$ cat src/rtl/kphq_pkg.sv
// shared constants and types of the knob position hysteresis quantizer
package kphq_pkg;

    localparam int RING_DEPTH = 20;
    localparam int PTR_W      = $clog2(RING_DEPTH);
    localparam int SAMPLE_W   = 12;
    localparam int COUNT_W    = 9;
    localparam int INDEX_W    = 8;
    localparam int DIV_W      = 12;
    localparam int DIV_CNT_W  = $clog2(DIV_W);
    localparam int SUM_W      = $clog2(RING_DEPTH * 4095 + 1);

    // mean by reciprocal multiply, exact for every sum below 2**SUM_W
    localparam int RECIP_SHIFT = SUM_W + $clog2(RING_DEPTH);
    localparam int RECIP_W     = RECIP_SHIFT - $clog2(RING_DEPTH) + 1;
    localparam longint unsigned RECIP_FULL =
        ((64'd1 << RECIP_SHIFT) + 64'(RING_DEPTH) - 64'd1) / 64'(RING_DEPTH);
    localparam logic [RECIP_W-1:0] RECIP = RECIP_W'(RECIP_FULL);

    localparam logic [PTR_W-1:0]     PTR_LAST    = PTR_W'(RING_DEPTH - 1);
    localparam logic [DIV_CNT_W-1:0] DIV_LAST    = DIV_CNT_W'(DIV_W - 1);
    localparam logic [DIV_W-1:0]     FULL_SCALE  = 12'd4095;
    localparam logic [COUNT_W-1:0]   MAX_CYCLES  = 9'd256;
    localparam logic [COUNT_W-1:0]   COUNT_RESET = 9'd1;

    typedef enum logic [2:0] {
        ST_IDLE,
        ST_SUM,
        ST_MUL,
        ST_AVG,
        ST_DIV_WAIT,
        ST_QUANT,
        ST_STEP_START,
        ST_STEP_WAIT
    } state_t;

    typedef struct packed {
        logic busy;
        logic done;
    } div_status_t;

endpackage

$ cat src/rtl/knob_position_hysteresis_quantizer.sv
// top level of the knob position hysteresis quantizer
//
// Each item is one 12-bit knob reading. It replaces the oldest of 20 ring
// entries, the ring sum is updated and its truncated mean is quantized to a
// cycle index with bins of 4095 / cycle_count, with hysteresis around the held
// index and a clamp to cycle_count - 1. One result item per input item:
// index, a changed flag (set on the first result after reset) and the mean.
// An item passes through these steps, from its accepting cycle to the earliest
// next accept: the ring memory read, the sum update, the mean multiply and the
// divider start, the wait on the shared restoring divider that computes
// mean / step (a 12-bit quotient, then its done flag), and the hysteresis
// decision. A finished result waits in the output register, so the next item
// is taken while it is still unread; the decision of that next item then waits
// until the register frees up. A write to cycle_count recomputes the bin step
// with the same divider, which holds s_tready low until it is done.
// The ring resets through per-entry valid bits, so there is no clearing pass
// after reset.
module knob_position_hysteresis_quantizer (
    input  logic        aclk,
    input  logic        aresetn,
    // configuration: cycle_count
    input  logic        cfg_we,
    input  logic [8:0]  cfg_wdata,
    // input items
    input  logic        s_tvalid,
    output logic        s_tready,
    input  logic [15:0] s_tdata,   // [11:0] adc_sample, [15:12] zero
    // result items
    output logic        m_tvalid,
    input  logic        m_tready,
    output logic [23:0] m_tdata    // [7:0] selected cycle, [8] index_changed,
                                   // [20:9] averaged_value, [23:21] zero
);
    import kphq_pkg::*;

    localparam int PROD_W = SUM_W + RECIP_W;
    localparam int HPROD_W = INDEX_W + DIV_W;

    state_t state_reg, state_next;

    // configuration and derived bin step
    logic [COUNT_W-1:0] cycle_count_reg;
    logic [COUNT_W-1:0] eff_count;
    logic [DIV_W-1:0]   step_reg;
    logic               step_stale_reg;

    // sample ring: memory plus one valid bit per entry
    logic [SAMPLE_W-1:0]   ring_mem [RING_DEPTH];
    logic [RING_DEPTH-1:0] ring_valid_reg;
    logic [SAMPLE_W-1:0]   rd_data_reg;
    logic                  rd_valid_reg;
    logic [SAMPLE_W-1:0]   sample_reg;
    logic [PTR_W-1:0]      wp_reg;
    logic [SUM_W-1:0]      sum_reg;
    logic [SAMPLE_W-1:0]   old_sample;

    // average and hysteresis datapath
    logic [PROD_W-1:0]    avg_prod_reg;
    logic [HPROD_W-1:0]   hprod_reg;
    logic [SAMPLE_W-1:0]  avg_reg;
    logic [HPROD_W:0]     mid_reg;
    logic [HPROD_W+1:0]   next_mid_reg;
    logic [INDEX_W-1:0]   held_reg;
    logic [INDEX_W-1:0]   last_reg;
    logic                 emitted_valid_reg;
    logic [DIV_W-2:0]     half;

    // divider hookup
    logic                 div_start;
    logic [DIV_W-1:0]     div_dividend;
    logic [DIV_W-1:0]     div_divisor;
    logic [DIV_W-1:0]     div_quot;
    div_status_t          div_status;

    // decision
    logic                 sel_raw;
    logic [DIV_W-1:0]     held_ext;
    logic [DIV_W-1:0]     sel_wide;
    logic [INDEX_W-1:0]   sel;
    logic                 changed;
    logic                 out_free;
    logic                 out_load;

    // output register
    logic                 m_tvalid_reg;
    logic [INDEX_W-1:0]   out_index_reg;
    logic                 out_changed_reg;
    logic [SAMPLE_W-1:0]  out_avg_reg;

    kphq_div u_div (
        .aclk     (aclk),
        .aresetn  (aresetn),
        .start    (div_start),
        .dividend (div_dividend),
        .divisor  (div_divisor),
        .quotient (div_quot),
        .status   (div_status)
    );

    // zero means one, anything past 256 saturates
    always_comb begin
        if (cycle_count_reg == '0) begin
            eff_count = COUNT_RESET;
        end else if (cycle_count_reg > MAX_CYCLES) begin
            eff_count = MAX_CYCLES;
        end else begin
            eff_count = cycle_count_reg;
        end
    end

    // next state
    always_comb begin
        state_next = state_reg;
        unique case (state_reg)
            ST_IDLE: begin
                if (step_stale_reg) begin
                    state_next = ST_STEP_START;
                end else if (s_tvalid) begin
                    state_next = ST_SUM;
                end
            end
            ST_SUM:      state_next = ST_MUL;
            ST_MUL:      state_next = ST_AVG;
            ST_AVG:      state_next = ST_DIV_WAIT;
            ST_DIV_WAIT: begin
                if (div_status.done) begin
                    state_next = ST_QUANT;
                end
            end
            ST_QUANT: begin
                if (out_free) begin
                    state_next = ST_IDLE;
                end
            end
            ST_STEP_START: state_next = ST_STEP_WAIT;
            ST_STEP_WAIT: begin
                if (step_stale_reg) begin
                    state_next = ST_STEP_START;
                end else if (div_status.done) begin
                    state_next = ST_IDLE;
                end
            end
            default: state_next = ST_IDLE;
        endcase
    end

    // state outputs
    always_comb begin
        s_tready     = 1'b0;
        div_start    = 1'b0;
        div_dividend = FULL_SCALE;
        div_divisor  = DIV_W'(eff_count);
        unique case (state_reg)
            ST_IDLE:       s_tready = !step_stale_reg;
            ST_STEP_START: div_start = 1'b1;
            ST_AVG: begin
                div_start    = 1'b1;
                div_dividend = avg_prod_reg[RECIP_SHIFT +: SAMPLE_W];
                div_divisor  = step_reg;
            end
            default: begin
                s_tready = 1'b0;
            end
        endcase
    end

    always_ff @(posedge aclk) begin
        if (!aresetn) begin
            state_reg <= ST_IDLE;
        end else begin
            state_reg <= state_next;
        end
    end

    // configuration register and bin step
    always_ff @(posedge aclk) begin
        if (!aresetn) begin
            cycle_count_reg <= COUNT_RESET;
            step_stale_reg  <= 1'b0;
            step_reg        <= FULL_SCALE;
        end else begin
            if (cfg_we) begin
                cycle_count_reg <= cfg_wdata;
            end
            step_stale_reg <= cfg_we || (step_stale_reg && state_reg != ST_STEP_START);
            if (state_reg == ST_STEP_WAIT && div_status.done && !step_stale_reg) begin
                step_reg <= div_quot;
            end
        end
    end

    // ring memory, read on accept and written back in the cycle after
    always_ff @(posedge aclk) begin
        if (s_tvalid && s_tready) begin
            rd_data_reg <= ring_mem[wp_reg];
            sample_reg  <= s_tdata[SAMPLE_W-1:0];
        end
        if (state_reg == ST_SUM) begin
            ring_mem[wp_reg] <= sample_reg;
        end
    end

    assign old_sample = rd_valid_reg ? rd_data_reg : '0;

    always_ff @(posedge aclk) begin
        if (!aresetn) begin
            ring_valid_reg <= '0;
            rd_valid_reg   <= 1'b0;
            wp_reg         <= '0;
            sum_reg        <= '0;
        end else begin
            if (s_tvalid && s_tready) begin
                rd_valid_reg <= ring_valid_reg[wp_reg];
            end
            if (state_reg == ST_SUM) begin
                ring_valid_reg[wp_reg] <= 1'b1;
                sum_reg <= sum_reg - SUM_W'(old_sample) + SUM_W'(sample_reg);
                wp_reg  <= (wp_reg == PTR_LAST) ? '0 : wp_reg + 1'b1;
            end
        end
    end

    assign half = step_reg[DIV_W-1:1];

    // mean by reciprocal, bin midpoints around the held index
    always_ff @(posedge aclk) begin
        if (state_reg == ST_MUL) begin
            avg_prod_reg <= PROD_W'(sum_reg) * PROD_W'(RECIP);
            hprod_reg    <= HPROD_W'(held_reg) * HPROD_W'(step_reg);
        end
        if (state_reg == ST_AVG) begin
            avg_reg      <= avg_prod_reg[RECIP_SHIFT +: SAMPLE_W];
            mid_reg      <= (HPROD_W+1)'(hprod_reg) + (HPROD_W+1)'(half);
            next_mid_reg <= (HPROD_W+2)'(hprod_reg) + (HPROD_W+2)'(half)
                          + (HPROD_W+2)'(step_reg);
        end
    end

    // hysteresis: follow the raw index only past a neighbor's midpoint
    always_comb begin
        held_ext = DIV_W'(held_reg);
        if (div_quot == held_ext) begin
            sel_raw = 1'b1;
        end else if ((HPROD_W+1)'(avg_reg) > mid_reg) begin
            sel_raw = (HPROD_W+2)'(avg_reg) >= next_mid_reg;
        end else if ((HPROD_W+1)'(avg_reg) < mid_reg) begin
            // mean below held*step - half, kept unsigned
            sel_raw = ((HPROD_W+1)'(avg_reg) + (HPROD_W+1)'(half))
                    < (HPROD_W+1)'(hprod_reg);
        end else begin
            sel_raw = 1'b0;
        end
        sel_wide = sel_raw ? div_quot : held_ext;
        if (sel_wide >= DIV_W'(eff_count)) begin
            sel = INDEX_W'(eff_count - 1'b1);
        end else begin
            sel = sel_wide[INDEX_W-1:0];
        end
        changed = !emitted_valid_reg || (sel != last_reg);
    end

    assign out_free = !m_tvalid_reg || m_tready;
    assign out_load = (state_reg == ST_QUANT) && out_free;

    always_ff @(posedge aclk) begin
        if (!aresetn) begin
            held_reg          <= '0;
            last_reg          <= '0;
            emitted_valid_reg <= 1'b0;
            m_tvalid_reg      <= 1'b0;
        end else begin
            if (out_load) begin
                held_reg     <= sel;
                m_tvalid_reg <= 1'b1;
                if (changed) begin
                    last_reg          <= sel;
                    emitted_valid_reg <= 1'b1;
                end
            end else if (m_tready) begin
                m_tvalid_reg <= 1'b0;
            end
        end
    end

    always_ff @(posedge aclk) begin
        if (out_load) begin
            out_index_reg   <= sel;
            out_changed_reg <= changed;
            out_avg_reg     <= avg_reg;
        end
    end

    assign m_tvalid = m_tvalid_reg;
    assign m_tdata  = {3'b000, out_avg_reg, out_changed_reg, out_index_reg};

`ifndef SYNTH
    // divider completes only for a pass that the sequencer started
    assert property (@(posedge aclk) disable iff (!aresetn)
        div_status.done |-> (state_reg == ST_DIV_WAIT || state_reg == ST_STEP_WAIT
                             || state_reg == ST_STEP_START))
        else $error("divider done outside a division pass");

    // write pointer stays inside the ring
    assert property (@(posedge aclk) disable iff (!aresetn)
        wp_reg <= PTR_LAST)
        else $error("ring write pointer out of range");

    // emitted index respects the clamp of the count in force
    assert property (@(posedge aclk) disable iff (!aresetn)
        out_load |=> ({1'b0, m_tdata[7:0]} < $past(eff_count)))
        else $error("cycle index not below cycle count");

    // a result appears only from the decision state
    assert property (@(posedge aclk) disable iff (!aresetn)
        $rose(m_tvalid) |-> ($past(state_reg) == ST_QUANT))
        else $error("result raised outside the decision state");
`endif

endmodule

$ cat src/rtl/kphq_div.sv
// restoring divider, one quotient bit per cycle
module kphq_div (
    input  logic                       aclk,
    input  logic                       aresetn,
    input  logic                       start,
    input  logic [kphq_pkg::DIV_W-1:0] dividend,
    input  logic [kphq_pkg::DIV_W-1:0] divisor,
    output logic [kphq_pkg::DIV_W-1:0] quotient,
    output kphq_pkg::div_status_t      status
);
    import kphq_pkg::*;

    logic [DIV_W-1:0]     quo_reg;
    logic [DIV_W-1:0]     rem_reg;
    logic [DIV_W-1:0]     dsr_reg;
    logic [DIV_CNT_W-1:0] cnt_reg;
    logic                 busy_reg;
    logic                 done_reg;

    logic [DIV_W:0]   shifted;
    logic [DIV_W:0]   diff;
    logic             fits;
    logic [DIV_W-1:0] rem_next;

    always_comb begin
        shifted  = {rem_reg, quo_reg[DIV_W-1]};
        diff     = shifted - {1'b0, dsr_reg};
        fits     = shifted >= {1'b0, dsr_reg};
        rem_next = fits ? diff[DIV_W-1:0] : shifted[DIV_W-1:0];
    end

    always_ff @(posedge aclk) begin
        if (!aresetn) begin
            busy_reg <= 1'b0;
            done_reg <= 1'b0;
            cnt_reg  <= '0;
        end else if (start) begin
            busy_reg <= 1'b1;
            done_reg <= 1'b0;
            cnt_reg  <= '0;
        end else if (busy_reg) begin
            cnt_reg <= cnt_reg + 1'b1;
            if (cnt_reg == DIV_LAST) begin
                busy_reg <= 1'b0;
                done_reg <= 1'b1;
            end
        end else begin
            done_reg <= 1'b0;
        end
    end

    // quotient bits shift in where the dividend shifts out
    always_ff @(posedge aclk) begin
        if (start) begin
            quo_reg <= dividend;
            rem_reg <= '0;
            dsr_reg <= divisor;
        end else if (busy_reg) begin
            quo_reg <= {quo_reg[DIV_W-2:0], fits};
            rem_reg <= rem_next;
        end
    end

    assign quotient    = quo_reg;
    assign status.busy = busy_reg;
    assign status.done = done_reg;

endmodule

$ cat config.mk
export PLATFORM = sky130hd
export DESIGN_NAME = knob_position_hysteresis_quantizer
export DESIGN_NICKNAME = d
export VERILOG_FILES = /design/src/rtl/kphq_pkg.sv /design/src/rtl/knob_position_hysteresis_quantizer.sv /design/src/rtl/kphq_div.sv
export SDC_FILE = /design/constraint.sdc
export NUM_CORES = 1
export LEC_CHECK = 0
export ABC_AREA = 1
export BUFFER_PORTS_ARGS = -buffer_cell sky130_fd_sc_hd__buf_2
export CORE_MARGIN = 2
export CORE_UTILIZATION = 38
export CTS_CLUSTER_DIAMETER = 150
export CTS_CLUSTER_SIZE = 14
export DETAILED_ROUTE_END_ITERATION = 6
export PLACE_DENSITY = 0.61
export SLEW_MARGIN = 25
export SYNTH_ARGS = -nofsm -noshare
export SYNTH_HDL_FRONTEND = slang
export SYNTH_SLANG_ARGS = --single-unit
$ cat constraint.sdc
create_clock -name aclk -period 7.8 [get_ports aclk]
set_input_delay 1.56 -clock aclk [delete_from_list [all_inputs] [get_ports aclk]]
set_output_delay 1.56 -clock aclk [all_outputs]
set_load 0.02 [all_outputs]
==> reports/qor.yml <==
final_layout:
  largest_reg_flops: 240
  layout-drive-gt1-share: 0.0579
  antenna_cells: 0
  n_fill_cell: 7881
  regArea_um2: 13900
  syn_to_final_growth_pct: 9.15
  multi_input_area_um2: 15000
  finalNetCount: 3787
  post-route-util: 0.419
  finalNonFillerCells: 4402
clock_tree:
  cts_buffer_depth: 3
  htree_levels: 2
  cts.sinks: 499
  numCtsBuffers: 42
  cts_resized: 0
  hold_buffers: 0
  worst_skew_pair.late_latency_ns: 0.61
  clockRootBuffer: "clkbuf_16"
  path_clk_slew_ns: 0.07
  cts_tree: "yes"
  cts_setup_buffers: 0
power_and_ir_drop:
  p_total_uw: 14900
  total_leakage_power_uw: 0.0156
  power_density_nw_per_um2: 434
  ir_drop_uv: 409
grt:
  grt_pass1_vias: 21100
  gr-total-overflow: 0
  antenna_found_initial: 1
  grt_usage: 0.167
  grt_start_max_net_pins: 95
  grt_pass1_wl_mm: 114
yosys:
  avgSynthCellArea_um2: 9.68
  ys_ff_latch: 499
  synth-edff-count: 395
  yosys.cell_types.count: 56
  synth-seq-area-share: 0.443
  ys_warn_count: 0
  synthArstFlopShare: 0
  syn-instance-count: 3253
  synth-main-ff-cell: "edfxtp_1"
  syn_area_um2: 31500
placement:
  dpl.cell_count: 4324
  hpwlAfterDp_mm: 51.9
  gp_congestion: 0.868
  port_buffers: 48
route:
  wl_mm: 71.2
  first_iter_violations: 1572
  ant_nets: 0
  routed_via_density: 4.92
  wl_per_cell_um: 16.2
  firstDrtPassIters: 6
  vias: 21700
  drcViolationCount: 0
floorplan:
  ios: 56
  die_h_um: 292
  die_area_um2: 85200
  core_area_um2: 82100
  start_util: 0.384
  rows: 105
  die_x_um: 292
timing:
  rsz0062_at_grt: "no"
  post-route-period-util: 0.828
  max_freq_ghz: 0.155
  fin_skew_ns: 0.0333
  period_needed_ns: 6.46
  setup_viol: 0
  hold_viol_final: 0
  fin_tns_setup_ns: 0
  slew_violations: 0
  worst_pin_slew_ns: 0.998
  slew_headroom: 0.335
setup_path:
  cp-start-kind: "flop"
  crit_top_cell: "nand2_1"
  crit_slowest_cell: "fa_1"
  arrival_ns: 6.93
  worstPathRequired_ns: 8.27
  reg2reg_slack_ns: 1.34
  worstSetupPathType: "flop to flop"
  cp-end-kind: "flop"
  crit_buf_inv: 7
  critPathTopFamily: "simple AND/OR/NAND/NOR gates"
  crit_path_max_fanout: 15
  cpPeakStageDelay_ns: 0.39
run:
  drv_cap: 0
status:
  outcome: "finished clean"
hold_path:
  hp-class: "flop to flop"
## cells in the mapped netlist, types with 4 or more instances
master / number / area share
a211oi_1: 6 / 0.0014
clkbuf_1: 92 / 0.011
o21ai_0: 237 / 0.038
xnor2_1: 27 / 0.0075
edfxtp_1: 395 / 0.38
o21bai_1: 11 / 0.0026
inv_2: 6 / 0.00071
nand4_1: 7 / 0.0014
nand2_1: 471 / 0.056
buf_4: 5 / 0.0012
o22ai_1: 68 / 0.014
and2_1: 4 / 0.00079
a31oi_1: 11 / 0.0022
nor4_1: 4 / 0.00079
a21boi_0: 4 / 0.00095
nand3b_1: 6 / 0.0014
o22a_1: 4 / 0.0011
a21o_1: 5 / 0.0012
nor2_1: 332 / 0.040
o211ai_1: 17 / 0.0041
a221o_1: 12 / 0.0038
nand2_2: 9 / 0.0018
nor3_1: 22 / 0.0035
nand3_1: 65 / 0.010
inv_1: 581 / 0.069
fa_1: 175 / 0.11
xor2_1: 82 / 0.023
dfxtp_1: 104 / 0.066
or2_2: 4 / 0.00079
ha_1: 284 / 0.11
o221ai_1: 6 / 0.0017
a21oi_1: 163 / 0.026
## layout by cell type (no fill, tap or decap), types with 27 or more instances in the layout
cell         n
inv_1      579
nand2_1    471
edfxtp_1   395
nor2_1     323
ha_1       284
o21ai_0    237
fa_1       175
a21oi_1    163
dfxtp_1    102
xor2_1      82
o22ai_1     68
nand3_1     65
buf_4       55
buf_2       48
clkbuf_16   42
clkbuf_1    31
xnor2_1     27
## power breakdown
part	total (uW)	leakage [uW]	internal [uW]	switching (uW)
combinational	8950	0.0106	3440	5500
clock	2050	0.000599	1040	1010
sequential	3930	0.00443	3520	403
## layer usage
metal,GRT usage,vias up,share of wire
met1,0.248,10400,0.49
met5,0,-,0
met4,0.0308,0,0.015
met2,0.265,427,0.45
li1,-,10800,-
met3,0.0215,61,0.048
## through the flow
| stage | worst slack (ns) | hold WS [ns] | instance area, um^2 |
|---|---|---|---|
| after floorplan | 2.01 | 0.427 | 31500 |
| after global placement | 1.43 | 0.445 | 33100 |
| after detailed placement | 1.37 | 0.454 | 33100 |
| after CTS | 1.34 | 0.471 | 34400 |
| after global routing | 0.522 | 0.485 | 34400 |
| final | 1.34 | 0.465 | 34400 |
## path summary, 6_finish.rpt
path | startpoint | to | depth (start not counted)
max reg2reg | step_reg[1]$_SDFFE_PN1P_ | last_reg[3]$_SDFFE_PN0P_ | 51
min reg2reg | ring_valid_reg[1]$_SDFFE_PN0P_ | ring_valid_reg[1]$_SDFFE_PN0P_ | 2
min | ring_valid_reg[1]$_SDFFE_PN0P_ | ring_valid_reg[1]$_SDFFE_PN0P_ | 2
max | step_reg[1]$_SDFFE_PN1P_ | last_reg[3]$_SDFFE_PN0P_ | 51
## final cells by class
type / instances / share of cell area
inverters: 590 / 0.0644
clock inverters: 5 / 0.00298
clock buffers: 73 / 0.0339
flip-flops and latches: 499 / 0.406
well taps: 1070 / 0.0389
multi-input cells: 2062 / 0.435
repair buffers: 103 / 0.0190
## cells by family (layout without fill, tap and decap cells)
logic type	after synthesis	count (layout)	synth area share
AO/OA/AOI/OAI	557	557	0.0997
multiplexers	1	1	0.000318
AND/OR/NAND/NOR	933	933	0.119
buffers and inverters	694	771	0.0840
flip-flops	499	499	0.443
adder cells (fa/ha/maj)	459	459	0.224
XOR/XNOR	109	109	0.0303
other	1	3	0.000119
## worst reg2reg max path, delay by kind of cell (launching register included)
| kind | cells | cell delay (ns) |
|---|---|---|
| AO/OA/AOI/OAI | 9 | 1.24 |
| adder cells (fa/ha/maj) | 4 | 1.12 |
| XOR/XNOR | 1 | 0.17 |
| buffers and inverters | 7 | 0.63 |
| flip-flops | 1 | 0.31 |
| AND/OR/NAND/NOR | 30 | 2.84 |
Power figures use the tool's default switching activity.
